## src/hdl/radix_digit_word_converter_top_macros.svh

```systemverilog
// assertion macros for the radix digit word converter
// used by radix_digit_word_converter_top; no other dependencies
`ifndef RADIX_DIGIT_WORD_CONVERTER_TOP_MACROS_SVH
`define RADIX_DIGIT_WORD_CONVERTER_TOP_MACROS_SVH
`ifndef SYNTH
// checked out of reset only
`define RDWC_ASSERT(label, clk, rst_n, prop) \
    label: assert property (@(posedge clk) disable iff (!rst_n) prop) \
        else $error("%m: assertion failed");
// checked on every edge, reset included
`define RDWC_ASSERT_ALWAYS(label, clk, prop) \
    label: assert property (@(posedge clk) prop) \
        else $error("%m: assertion failed");
`else
`define RDWC_ASSERT(label, clk, rst_n, prop)
`define RDWC_ASSERT_ALWAYS(label, clk, prop)
`endif
`endif

```

## src/hdl/rdwc_pkg.sv

```systemverilog
// shared types and constants of the radix digit word converter
// no dependencies
package rdwc_pkg;

    localparam int VAL_W    = 30;
    localparam int CONV_W   = 60;
    localparam int SB_W     = 4;
    localparam int TB_W     = 5;
    localparam int REM_W    = 4;
    localparam int ADDR_W   = 3;
    localparam int DATA_W   = 32;
    localparam int MAX_DIGS = 18;

    localparam int DEC_RADIX  = 10;
    localparam int HEX_RADIX  = 16;
    localparam int NIBBLE_CAP = 15;

    localparam logic [0:0] REG_SOURCE_BASE = 1'b0;
    localparam logic [0:0] REG_TARGET_BASE = 1'b1;

    localparam logic [SB_W-1:0] SB_RESET = 4'd2;
    localparam logic [TB_W-1:0] TB_RESET = 5'd8;

    // clamped configuration seen by the datapath
    typedef struct packed {
        logic [SB_W-1:0] source_base;
        logic [TB_W-1:0] target_base;
        logic            hex_pack;
    } t_cfg;

    typedef struct packed {
        logic             start;
        logic [VAL_W-1:0] dividend;
        logic [TB_W-1:0]  divisor;
    } t_div_req;

    typedef struct packed {
        logic             done;
        logic [VAL_W-1:0] quot;
        logic [REM_W-1:0] rem;
    } t_div_rsp;

    // number with count digits of value one in the given radix
    function automatic logic [CONV_W-1:0] repunit(input int count, input int radix);
        logic [CONV_W-1:0] acc;
        acc = '0;
        for (int k = 0; k < MAX_DIGS; k++) begin
            if (k < count) begin
                acc = CONV_W'(acc * CONV_W'(radix)) + CONV_W'(1);
            end
        end
        return acc;
    endfunction

endpackage

```

## src/hdl/rdwc_cfg_regs.sv

```systemverilog
// apb configuration registers: source and target base, with range clamping
// depends on rdwc_pkg
module rdwc_cfg_regs (
    input  logic                       i_clk,
    input  logic                       i_rst_n,
    input  logic                       psel,
    input  logic                       penable,
    input  logic                       pwrite,
    input  logic [rdwc_pkg::ADDR_W-1:0] paddr,
    input  logic [rdwc_pkg::DATA_W-1:0] pwdata,
    output logic [rdwc_pkg::DATA_W-1:0] prdata,
    output logic                       pready,
    output rdwc_pkg::t_cfg             o_cfg
);

    logic [rdwc_pkg::SB_W-1:0] r_source_base;
    logic [rdwc_pkg::TB_W-1:0] r_target_base;
    logic                      wr_en;

    assign pready = 1'b1;
    assign wr_en  = psel & penable & pwrite;

    always_ff @(posedge i_clk) begin
        if (!i_rst_n) begin
            r_source_base <= rdwc_pkg::SB_RESET;
            r_target_base <= rdwc_pkg::TB_RESET;
        end else if (wr_en) begin
            case (paddr[2])
                rdwc_pkg::REG_SOURCE_BASE: r_source_base <= pwdata[rdwc_pkg::SB_W-1:0];
                rdwc_pkg::REG_TARGET_BASE: r_target_base <= pwdata[rdwc_pkg::TB_W-1:0];
                default: ;
            endcase
        end
    end

    always_comb begin
        case (paddr[2])
            rdwc_pkg::REG_SOURCE_BASE:
                prdata = rdwc_pkg::DATA_W'(r_source_base);
            rdwc_pkg::REG_TARGET_BASE:
                prdata = rdwc_pkg::DATA_W'(r_target_base);
            default:
                prdata = '0;
        endcase
    end

    // out-of-range bases clamp to the nearest legal one
    always_comb begin
        if (r_source_base < 4'd2) begin
            o_cfg.source_base = 4'd2;
        end else if (r_source_base > 4'(rdwc_pkg::DEC_RADIX)) begin
            o_cfg.source_base = 4'(rdwc_pkg::DEC_RADIX);
        end else begin
            o_cfg.source_base = r_source_base;
        end
        if (r_target_base < 5'd2) begin
            o_cfg.target_base = 5'd2;
        end else if (r_target_base > 5'(rdwc_pkg::HEX_RADIX)) begin
            o_cfg.target_base = 5'(rdwc_pkg::HEX_RADIX);
        end else begin
            o_cfg.target_base = r_target_base;
        end
        o_cfg.hex_pack = (o_cfg.target_base > 5'(rdwc_pkg::DEC_RADIX));
    end

endmodule

```

## src/hdl/rdwc_divider.sv

```systemverilog
// shared divider by a small divisor (2..16): reciprocal multiply plus one correction
// depends on rdwc_pkg; the product high bits are registered, then the corrected quotient and remainder
module rdwc_divider (
    input  logic               i_clk,
    input  logic               i_rst_n,
    input  rdwc_pkg::t_div_req i_req,
    output rdwc_pkg::t_div_rsp o_rsp
);

    localparam int VW = rdwc_pkg::VAL_W;

    // floor(2^32 / d)
    function automatic logic [31:0] recip(input logic [rdwc_pkg::TB_W-1:0] d);
        case (d)
            5'd2:    return 32'h8000_0000;
            5'd3:    return 32'h5555_5555;
            5'd4:    return 32'h4000_0000;
            5'd5:    return 32'h3333_3333;
            5'd6:    return 32'h2AAA_AAAA;
            5'd7:    return 32'h2492_4924;
            5'd8:    return 32'h2000_0000;
            5'd9:    return 32'h1C71_C71C;
            5'd10:   return 32'h1999_9999;
            5'd11:   return 32'h1745_D174;
            5'd12:   return 32'h1555_5555;
            5'd13:   return 32'h13B1_3B13;
            5'd14:   return 32'h1249_2492;
            5'd15:   return 32'h1111_1111;
            5'd16:   return 32'h1000_0000;
            default: return 32'hFFFF_FFFF;
        endcase
    endfunction

    logic [VW+31:0]             prod;
    logic [VW-1:0]              r_hi;
    logic [VW-1:0]              r_v;
    logic [rdwc_pkg::TB_W-1:0]  r_d;
    logic                       r_a_vld;
    logic [VW+4:0]              qd;
    logic [VW+4:0]              diff;
    logic [5:0]                 r0;
    logic [5:0]                 r1;
    logic                       fix;
    logic [VW-1:0]              r_q;
    logic [rdwc_pkg::REM_W-1:0] r_r;
    logic                       r_done;

    assign prod = (VW+32)'(i_req.dividend) * (VW+32)'(recip(i_req.divisor));

    // estimate is the true quotient or one below it
    assign qd   = (VW+5)'(r_hi) * (VW+5)'(r_d);
    assign diff = (VW+5)'(r_v) - qd;
    assign r0   = diff[5:0];
    assign fix  = (r0 >= 6'(r_d));
    assign r1   = fix ? (r0 - 6'(r_d)) : r0;

    always_ff @(posedge i_clk) begin
        if (!i_rst_n) begin
            r_a_vld <= 1'b0;
            r_done  <= 1'b0;
        end else begin
            r_a_vld <= i_req.start;
            r_done  <= r_a_vld;
        end
        r_hi <= prod[VW+31:32];
        r_v  <= i_req.dividend;
        r_d  <= i_req.divisor;
        r_q  <= r_hi + VW'(fix);
        r_r  <= r1[rdwc_pkg::REM_W-1:0];
    end

    assign o_rsp.done = r_done;
    assign o_rsp.quot = r_q;
    assign o_rsp.rem  = r_r;

endmodule

```

## src/hdl/radix_digit_word_converter_top.sv

```systemverilog
// top level of the radix digit word converter: stream ports, apb config, sequencer
// depends on rdwc_pkg, rdwc_cfg_regs, rdwc_divider and the macros header
//
//  channel   | dir | handshake                    | payload
//  ----------+-----+------------------------------+-------------------------------------
//  s_axis    | in  | s_axis_tvalid/s_axis_tready  | tdata: digit_word
//  m_axis    | out | m_axis_tvalid/m_axis_tready  | tdata: binary_value, converted_word
//            |     |                              | tuser: digit_error, overflow
//  apb       | in  | psel/penable/pwrite, pready  | 0x0 source_base, 0x4 target_base
//
//  one beat reads the source digits, one division per digit (stops early once the remaining
//  digits are zero), then a setup step, then the target digits, one division per digit
//  (stops at the output capacity), then loads the output register once it is free and
//  goes idle to take the next beat; the pace is set by the turnaround of the one shared
//  divider
//  s_axis_tready is high only while the sequencer is idle; a result waiting on m_axis does
//  not block the next beat, only the write of the next result
//  synchronous active-low reset; no clearing pass
`include "radix_digit_word_converter_top_macros.svh"

module radix_digit_word_converter_top #(
    parameter int IN_DIGITS  = 9,
    parameter int OUT_DIGITS = 18
) (
    input  logic                        i_clk,
    input  logic                        i_rst_n,
    // s_axis: tdata [29:0] digit_word, [31:30] zero
    input  logic                        s_axis_tvalid,
    output logic                        s_axis_tready,
    input  logic [31:0]                 s_axis_tdata,
    // m_axis: tdata [29:0] binary_value, [89:30] converted_word, [95:90] zero
    output logic                        m_axis_tvalid,
    input  logic                        m_axis_tready,
    output logic [95:0]                 m_axis_tdata,
    // m_axis: tuser [0] digit_error, [1] overflow
    output logic [1:0]                  m_axis_tuser,
    // apb configuration
    input  logic                        psel,
    input  logic                        penable,
    input  logic                        pwrite,
    input  logic [rdwc_pkg::ADDR_W-1:0] paddr,
    input  logic [rdwc_pkg::DATA_W-1:0] pwdata,
    output logic [rdwc_pkg::DATA_W-1:0] prdata,
    output logic                        pready
);

    localparam int VW      = rdwc_pkg::VAL_W;
    localparam int CW      = rdwc_pkg::CONV_W;
    localparam int DIG_W   = $clog2(IN_DIGITS + 1);
    localparam int CNT_W   = $clog2(OUT_DIGITS + 1);
    localparam int CAP_DEC = OUT_DIGITS;
    localparam int CAP_HEX = (OUT_DIGITS < rdwc_pkg::NIBBLE_CAP) ? OUT_DIGITS
                                                                 : rdwc_pkg::NIBBLE_CAP;
    // all-ones-digit patterns, scaled by (base - 1) for saturation
    localparam logic [CW-1:0] DEC_REP = rdwc_pkg::repunit(CAP_DEC, rdwc_pkg::DEC_RADIX);
    localparam logic [CW-1:0] HEX_REP = rdwc_pkg::repunit(CAP_HEX, rdwc_pkg::HEX_RADIX);

    typedef enum logic [2:0] {
        S_IDLE,
        S_DEC,
        S_CONV_START,
        S_CONV,
        S_FLUSH
    } t_state;

    rdwc_pkg::t_cfg     cfg;
    rdwc_pkg::t_div_req div_req;
    rdwc_pkg::t_div_rsp div_rsp;

    t_state            r_state,     n_state;
    logic [VW-1:0]     r_value,     n_value;
    logic [VW-1:0]     r_weight,    n_weight;
    logic              r_bad,       n_bad;
    logic [DIG_W-1:0]  r_dig_cnt,   n_dig_cnt;
    logic [CW-1:0]     r_conv,      n_conv;
    logic [CW-1:0]     r_place,     n_place;
    logic [CNT_W-1:0]  r_out_cnt,   n_out_cnt;
    logic              r_ovf,       n_ovf;
    logic              r_out_valid, n_out_valid;
    logic [95:0]       r_out_tdata, n_out_tdata;
    logic [1:0]        r_out_tuser, n_out_tuser;

    logic [DIG_W-1:0]  dig_cnt_inc;
    logic [CNT_W-1:0]  out_cnt_inc;
    logic [CNT_W-1:0]  cap_sel;
    logic [3:0]        tb_m1;
    logic [CW-1:0]     sat_word;
    logic [CW-1:0]     conv_sel;

    rdwc_cfg_regs u_cfg (
        .i_clk   (i_clk),
        .i_rst_n (i_rst_n),
        .psel    (psel),
        .penable (penable),
        .pwrite  (pwrite),
        .paddr   (paddr),
        .pwdata  (pwdata),
        .prdata  (prdata),
        .pready  (pready),
        .o_cfg   (cfg)
    );

    rdwc_divider u_div (
        .i_clk   (i_clk),
        .i_rst_n (i_rst_n),
        .i_req   (div_req),
        .o_rsp   (div_rsp)
    );

    assign s_axis_tready = (r_state == S_IDLE);
    assign m_axis_tvalid = r_out_valid;
    assign m_axis_tdata  = r_out_tdata;
    assign m_axis_tuser  = r_out_tuser;

    assign dig_cnt_inc = r_dig_cnt + DIG_W'(1);
    assign out_cnt_inc = r_out_cnt + CNT_W'(1);
    // nibble packing holds at most fifteen digits in the 60-bit word
    assign cap_sel     = cfg.hex_pack ? CNT_W'(CAP_HEX) : CNT_W'(CAP_DEC);
    assign tb_m1       = 4'(cfg.target_base - 5'd1);
    assign sat_word    = (cfg.hex_pack ? HEX_REP : DEC_REP) * CW'(tb_m1);
    assign conv_sel    = r_ovf ? sat_word : r_conv;

    always_comb begin
        n_state      = r_state;
        n_value      = r_value;
        n_weight     = r_weight;
        n_bad        = r_bad;
        n_dig_cnt    = r_dig_cnt;
        n_conv       = r_conv;
        n_place      = r_place;
        n_out_cnt    = r_out_cnt;
        n_ovf        = r_ovf;
        n_out_tdata  = r_out_tdata;
        n_out_tuser  = r_out_tuser;
        n_out_valid  = r_out_valid & ~m_axis_tready;

        div_req.start    = 1'b0;
        div_req.dividend = div_rsp.quot;
        div_req.divisor  = 5'(rdwc_pkg::DEC_RADIX);

        case (r_state)
            S_IDLE: begin
                // first decimal digit split starts on the accepting edge
                if (s_axis_tvalid) begin
                    div_req.start    = 1'b1;
                    div_req.dividend = s_axis_tdata[VW-1:0];
                    n_value          = '0;
                    n_weight         = VW'(1);
                    n_bad            = 1'b0;
                    n_dig_cnt        = '0;
                    n_state          = S_DEC;
                end
            end
            S_DEC: begin
                // remainder is one source digit, least significant first
                if (div_rsp.done) begin
                    n_value   = r_value + VW'(r_weight * VW'(div_rsp.rem));
                    n_weight  = VW'(r_weight * VW'(cfg.source_base));
                    n_bad     = r_bad | (div_rsp.rem >= cfg.source_base);
                    n_dig_cnt = dig_cnt_inc;
                    if ((div_rsp.quot == '0) || (dig_cnt_inc == DIG_W'(IN_DIGITS))) begin
                        n_state = S_CONV_START;
                    end else begin
                        div_req.start = 1'b1;
                    end
                end
            end
            S_CONV_START: begin
                n_conv    = '0;
                n_place   = CW'(1);
                n_out_cnt = '0;
                n_ovf     = 1'b0;
                if (r_value == '0) begin
                    n_state = S_FLUSH;
                end else begin
                    div_req.start    = 1'b1;
                    div_req.dividend = r_value;
                    div_req.divisor  = cfg.target_base;
                    n_state          = S_CONV;
                end
            end
            S_CONV: begin
                div_req.divisor = cfg.target_base;
                if (div_rsp.done) begin
                    n_conv    = r_conv + CW'(r_place * CW'(div_rsp.rem));
                    n_place   = cfg.hex_pack ? (r_place << 4)
                                             : ((r_place << 3) + (r_place << 1));
                    n_out_cnt = out_cnt_inc;
                    if (div_rsp.quot == '0) begin
                        n_state = S_FLUSH;
                    end else if (out_cnt_inc == cap_sel) begin
                        // more digits remain beyond capacity
                        n_ovf   = 1'b1;
                        n_state = S_FLUSH;
                    end else begin
                        div_req.start = 1'b1;
                    end
                end
            end
            S_FLUSH: begin
                // wait only for the output register to free up
                if (!r_out_valid || m_axis_tready) begin
                    n_out_valid = 1'b1;
                    n_out_tdata = {6'd0, conv_sel, r_value};
                    n_out_tuser = {r_ovf, r_bad};
                    n_state     = S_IDLE;
                end
            end
            default: begin
                n_state = S_IDLE;
            end
        endcase
    end

    always_ff @(posedge i_clk) begin
        if (!i_rst_n) begin
            r_state     <= S_IDLE;
            r_out_valid <= 1'b0;
        end else begin
            r_state     <= n_state;
            r_out_valid <= n_out_valid;
        end
        r_value     <= n_value;
        r_weight    <= n_weight;
        r_bad       <= n_bad;
        r_dig_cnt   <= n_dig_cnt;
        r_conv      <= n_conv;
        r_place     <= n_place;
        r_out_cnt   <= n_out_cnt;
        r_ovf       <= n_ovf;
        r_out_tdata <= n_out_tdata;
        r_out_tuser <= n_out_tuser;
    end

    // divider results only land while the sequencer waits for them
    `RDWC_ASSERT(a_done_in_wait, i_clk, i_rst_n, div_rsp.done |-> ((r_state == S_DEC) || (r_state == S_CONV)))
    // an accepted beat always launches the first digit split
    `RDWC_ASSERT(a_accept_starts, i_clk, i_rst_n, (s_axis_tvalid && s_axis_tready) |-> div_req.start)
    // no new division while one is still in flight
    `RDWC_ASSERT(a_no_back_to_back_start, i_clk, i_rst_n, div_req.start |=> !div_req.start)
    // reset drops any pending result
    `RDWC_ASSERT_ALWAYS(a_reset_clears_out, i_clk, !i_rst_n |=> !m_axis_tvalid)

endmodule

```

## config.mk

```make
export PLATFORM = sky130hd
export DESIGN_NAME = radix_digit_word_converter_top
export DESIGN_NICKNAME = d
export VERILOG_FILES = /design/src/hdl/rdwc_pkg.sv /design/src/hdl/rdwc_cfg_regs.sv /design/src/hdl/rdwc_divider.sv /design/src/hdl/radix_digit_word_converter_top.sv
export VERILOG_INCLUDE_DIRS = /design/src /design/src/hdl
export SDC_FILE = /design/constraint.sdc
export NUM_CORES = 2
export LEC_CHECK = 0
export BUFFER_PORTS_ARGS = -buffer_cell sky130_fd_sc_hd__buf_2
export CORE_MARGIN = 2
export CORE_UTILIZATION = 50
export CTS_CLUSTER_SIZE = 12
export DETAILED_ROUTE_END_ITERATION = 10
export GPL_TIMING_DRIVEN = 0
export PLACE_DENSITY = 0.77
export SETUP_SLACK_MARGIN = 0.5
export SLEW_MARGIN = 10
export SYNTH_ARGS = -nofsm -noshare
export SYNTH_HDL_FRONTEND = slang
export SYNTH_SLANG_ARGS = --single-unit
```

## constraint.sdc

```tcl
create_clock -name i_clk -period 22.4 [get_ports i_clk]
set_input_delay 5.6 -clock i_clk [delete_from_list [all_inputs] [get_ports i_clk]]
set_output_delay 5.6 -clock i_clk [all_outputs]
set_load 0.01 [all_outputs]
```

# Word level (Yosys, flattened, before mapping)
# Memory sizes are Yosys's and may differ from the RTL's.
# Cells that the tools add are included.
dict set report classes {
  eq_ne 14
  mul 6
  magnitude_cmp 7
  n_reduce_logical 15
  n_addsub 9
  mux 53
  n_bitwise 6
}
# op count
set op_table {}
lappend op_table {{60-bit 2-to-1 mux} 4}
lappend op_table {{60-bit one-hot mux with 2 select lines} 2}
lappend op_table {{30-bit one-hot mux with 2 select lines} 3}
lappend op_table {{60-bit adder} 2}
lappend op_table {{30-bit 2-to-1 mux} 4}
lappend op_table {{32-bit one-hot mux with 2 select lines} 1}
lappend op_table {{30-bit by 32-bit multiplier with 62-bit output} 1}
lappend op_table {{30-bit zero test} 2}
lappend op_table {{30-bit by 4-bit multiplier with 30-bit output} 2}
lappend op_table {{57-bit by 4-bit multiplier with 60-bit output} 1}
lappend op_table {{60-bit by 4-bit multiplier with 60-bit output} 1}
lappend op_table {{56-bit 2-to-1 mux} 1}
lappend op_table {{36-bit 2-to-1 mux} 1}
lappend op_table {{31-bit 2-to-1 mux} 1}
lappend op_table {{30-bit by 1-bit adder with 30-bit output} 1}
lappend op_table {{30-bit adder} 1}
lappend op_table {{30-bit by 5-bit multiplier with 6-bit output} 1}
lappend op_table {{3-bit 2-to-1 mux} 8}
lappend op_table {{4-bit 2-to-1 mux} 5}
lappend op_table {{5-bit 2-to-1 mux} 4}
lappend op_table {{5-bit one-hot mux with 2 select lines} 2}
lappend op_table {{3-bit one-hot mux with 5 select lines} 1}
lappend op_table {{1-bit 2-to-1 mux} 12}
lappend op_table {{2-bit inequality test, second input constant} 5}
lappend op_table {{other kinds (33)} 44}
dict set report word_totals {
  word_cells 132
  inputBits 74
  out_inout_bits 133
  n_memories 1
  reg_bits 373
  mem_bits_ro 1024
}
# memory words width read_ports rd_ports_with_merged_regs write_ports line_no
set memory_table {}
lappend memory_table {{(name not given)} 32 32 1 0 0 rdwc_divider.sv:14} ;# case (d)

# Logic depth before layout (Yosys ltp)
dict set report depth {
  word_depth 10
  mapped_depth 45
  mapped_depth_nobuf 43
}

# Cells and area by module
# Synthesis repeated with hierarchy kept, for this count alone.
dict set report unflattened {
  cells_unflattened 7493
  hier_area_um2 67942.7
}
# module seq_area_each_um2 instances cells_each area_each_um2
set by_module_without_submodules {}
lappend by_module_without_submodules {radix_digit_word_converter_top 8578.2 1 3901 34663.2}
lappend by_module_without_submodules {rdwc_divider 1541.5 1 3502 32527.4}
lappend by_module_without_submodules {rdwc_cfg_regs 180.2 1 90 752.0}

# Worst setup path after synthesis
# No wires, ideal clock.
dict set report synth_timing {
  path_kind {input -> register}
  startpoint {input s_axis_tvalid}
  endpoint {register u_div.r_hi[28]}
  slack_ns 8.775
  n_path_buf 3
  arrival_time_ns 13.553
  setup_ns 0.072
  cell_stages 35
  required_time_ns 22.328
  cell_sequence {and2_1 > clkbuf_1 > clkbuf_1 > a22oi_1 > and2_1 > inv_1 > clkbuf_1 > nand2_1 > fa_1 > inv_1 > fa_1 > fa_1 > inv_1 > fa_1 > inv_1 > fa_1 > fa_1 > fa_1 > inv_1 > fa_1 > inv_1 > ha_1 > nand4_1 > or2_2 > nor3_1 > o21ai_0 > o2111ai_1 > o2bb2ai_1 > a31oi_2 > o31ai_4 > o22ai_2 > o211ai_4 > nand2_2 > o31ai_2 > xor2_1}
}
# item line_no
set synth_rtl {}
lappend synth_rtl {{from (decl)} radix_digit_word_converter_top.sv:28} ;# input logic s_axis_tvalid,
lappend synth_rtl {{to (signal assigned)} rdwc_divider.sv:65} ;# r_hi <= prod[VW+31:32];
lappend synth_rtl {{to (decl)} rdwc_divider.sv:35} ;# logic [VW-1:0] r_hi;

# Worst setup path after layout
dict set report layout_timing {
  startpoint {input s_axis_tvalid}
  endpoint {register u_div.r_hi[22]}
}
dict set report layout_via {
  elab_chain_len 3
}
# item line_no
set layout_rtl {}
lappend layout_rtl {{31-bit 2-to-1 mux} radix_digit_word_converter_top.sv:144} ;# if (s_axis_tvalid) begin
lappend layout_rtl {{30-bit one-hot mux with 2 select lines} radix_digit_word_converter_top.sv:141} ;# case (r_state)
lappend layout_rtl {{30-bit by 32-bit multiplier with 62-bit output} rdwc_divider.sv:48} ;# assign prod = (VW+32)'(i_req.dividend) * (VW+32)'(recip(i_req.divisor));
lappend layout_rtl {{via u_div.prod[54]} rdwc_divider.sv:34} ;# logic [VW+31:0] prod;
# The timed path passes the listed nets, and every way through them passes these cells.
# A chain may end at the register's enable or synchronous reset.

==> flow_summary.yaml <==
status:
  status: "complete, no violations"
hold_path:
  hold_end: "u_div.r_q[29]"
  hp-class: "flop to flop"
  hold-path-cell-count: 1
  hold_start: "u_div.r_hi[29]"
floorplanning:
  rows: 132
  num_io_pins: 207
  die_area_sq_mm: 0.134
  start_util: 0.505
  die_h_um: 366
  die_x_um: 366
  core_area_sq_mm: 0.130
clock_network:
  cts_tree: "done"
  cts_buffer_depth: 3
  clk_pin_slew_ps: 70
  post-cts-setup-buffers: 0
  cts_num_sinks: 373
  cts_resized: 0
  cts_buffers: 41
  postCtsHoldBufs: 0
  h-tree-depth: 2
  cts_root_buf: "clkbuf_16"
  insertion_delay_ps: 620
synth:
  ys.flop_type: "edfxtp_1"
  ys_warn_count: 0
  synth_cells: 7198
  synth_seq_cells: 373
  ys_types: 84
  synth_enable_flop_cells: 283
  synth_area_sq_mm: 0.0655
  ys_async_sr_fraction: 0
  synth.avg_cell_area_sq_um: 9.11
  yosysSeqAreaShare: 0.157
routing:
  antenna_left: 0
  drt-initial-drc-count: 6377
  drt_wl_total_um: 232000
  via_per_inst: 5.80
  wl_per_cell_um: 25.2
  drc_errors: 0
  vias: 53500
  drtPass1Iterations: 10
timing:
  min_period_ps: 16090
  tightest_slew_ps: 1440
  rsz0062_at_grt: "no"
  setup_tns_ps: 0
  final_max_slew_viol_count: 0
  setup_viol: 0
  fin_worst_skew_ps: 26.0
  slew_headroom: 0.0322
  timing.final.hold_violations: 0
  min_period_over_period: 0.718
  fmax_mhz: 62.1
setup_path:
  max_stage_delay_ps: 680
  crit_required_ps: 22890
  cp_slowest_cell: "clkbuf_1"
  crit_fanout: 10
  timing.critical_path.mode_cell: "fa_1"
  worstRegToRegCells: 39
  reg2reg_slack_ps: 8380
  r2r_end: "u_div.r_hi[22]"
  worstPathArrival_ps: 16580
  cp-startpoint: "s_axis_tvalid"
  worst_setup_path_end_kind: "flop"
  timing.rr.start: "r_value[24]"
  start_kind: "input port"
  setup.worst_path.class: "input port to flop"
grt:
  grt_pass1_wl_um: 346000
  grt_pass1_vias: 53900
  track_usage: 0.349
  antenna_found_initial: 10
  grt-ovfl-total: 0
  grt_max_degree: 39
final_layout:
  drive_gt1_frac: 0.0469
  fin_nets: 9218
  syn_to_final_growth_pct: 7.29
placement:
  portBuffers: 140
  gp_congestion: 1.10
  dp_hpwl_um: 193000
job:
  drv_cap: 0
cell usage in the layout, fill, tap and decap left out, drive strengths merged, types with 20 or more instances in the layout:
cell    Yosys  routed
nor2      558     558
ha        535     535
nand2b     41      41
o21ai     167     167
o21bai     44      44
nor3       60      60
o21a       27      27
or3        24      24
nor4       20      20
nand2    1009    1009
a211oi     32      32
a21o      152     152
inv      1352    1355
a31oi      30      30
nor2b      56      56
and3       47      47
a22oi      31      31
edfxtp    283     283
clkbuf    232     289
and2      195     195
conb        2      42
buf        49     207
fa       1170    1170
dfxtp      90      90
mux2       42      42
a21oi     333     333
xnor2     177     177
xor2      108     108
nand4      39      39
nand3      97      97
cell usage after synthesis (all sizes together) (5+ instances only):
master | number | share of area
o2111ai | 6 | 0.00080
and2 | 195 | 0.019
buf | 49 | 0.0049
nor3 | 60 | 0.0046
o31a | 5 | 0.00067
mux2i | 15 | 0.0025
or4 | 7 | 0.00092
clkbuf | 232 | 0.013
o21ai | 167 | 0.013
ha | 535 | 0.10
o21bai | 44 | 0.0050
mux2 | 42 | 0.0072
nor3b | 12 | 0.0014
o31ai | 16 | 0.0023
a31o | 9 | 0.0012
nand3 | 97 | 0.0076
o22ai | 11 | 0.0011
edfxtp | 283 | 0.13
or2 | 7 | 0.00067
nand2b | 41 | 0.0039
o21a | 27 | 0.0031
and3 | 47 | 0.0045
nand2 | 1009 | 0.058
fa | 1170 | 0.36
a21boi | 7 | 0.00080
nand4 | 39 | 0.0037
nor4b | 5 | 0.00067
o211ai | 14 | 0.0018
nor2b | 56 | 0.0053
a211o | 10 | 0.0013
a211oi | 32 | 0.0037
inv | 1352 | 0.077
a21o | 152 | 0.017
dfxtp | 90 | 0.027
nor4 | 20 | 0.0019
or3 | 24 | 0.0023
a22oi | 31 | 0.0036
xor2 | 108 | 0.014
a311oi | 7 | 0.00094
xnor2 | 177 | 0.024
a31oi | 30 | 0.0030
a21oi | 333 | 0.025
a2111oi | 5 | 0.00067
nor2 | 558 | 0.032
area by class of cell:
cell class	count	area (sq um)
diodes	4	10.0
plain buffers	281	1200
clock buffers	57	1140
clock inverters	15	205
fillers	11800	59500
inverters	1354	5080
multi-input cells	5230	49200
flip-flops and latches	373	10300
well taps	1742	2180
repair buffers	158	1010
worst max-delay path by stage:
stage | cells after the start | slack (ps) | to
finish | 33 | 6310 | u_div.r_hi[22]
global route | 33 | 6160 | u_div.r_hi[23]
CTS | 32 | 6680 | u_div.r_hi[23]
detailed placement | 32 | 6070 | u_div.r_hi[22]
global placement | 32 | 6040 | u_div.r_hi[22]
floorplan | 35 | 8780 | u_div.r_hi[28]
kinds of logic (layout without fill, tap and decap cells):
group	after synthesis	in the layout	share of synthesized area
simple gates	2189	2189	0.147
fa+ha+maj	1705	1705	0.459
buf+inv	1635	1865	0.0957
compound gates	952	952	0.0923
flops	373	373	0.157
xor+xnor	285	285	0.0381
mux	57	57	0.00970
other cells	2	46	0.000115
critical path, delay by kind of cell:
kind / cells / cell delay (ps)
buffers and inverters: 9 / 2240
AO/OA/AOI/OAI: 11 / 3070
AND/OR/NAND/NOR: 3 / 780
XOR/XNOR: 1 / 160
adder cells (fa/ha/maj): 9 / 4740
flip-flops by register name (all words and copies together) (netlist names), 6 cells and up:
name and count:
u_div.r_hi 30, r_conv 60, r_weight 30, r_place 60, u_div.r_q 30, r_value 30
m_axis_tdata 90, u_div.r_v 6
through the flow:
stage | area (sq um) | utilization | instances | hold WS (ps) | setup WS, ps
2_1_floorplan | 65700 | - | 7238 | 412 | 8780
3_3_place_gp | 68600 | 0.528 | 9120 | 418 | 6040
3_5_place_dp | 69000 | 0.531 | 9138 | 430 | 6070
4_1_cts | 70300 | 0.542 | 9210 | 438 | 6680
5_1_grt | 70300 | 0.542 | 9210 | 454 | 6160
6_report | 70300 | 0.542 | 9214 | 437 | 6310
per-layer routing:
| metal | vias to the layer above | part of all wire | global-route usage |
|---|---|---|---|
| met4 | 12 | 0.057 | 0.158 |
| met5 | - | 0.00048 | 0 |
| met2 | 3173 | 0.42 | 0.506 |
| met1 | 26500 | 0.40 | 0.486 |
| met3 | 654 | 0.13 | 0.0957 |
| li1 | 23100 | - | - |
Power is not shown: default switching activity piles up to over one toggle a cycle in this logic, so the estimate is an artifact.
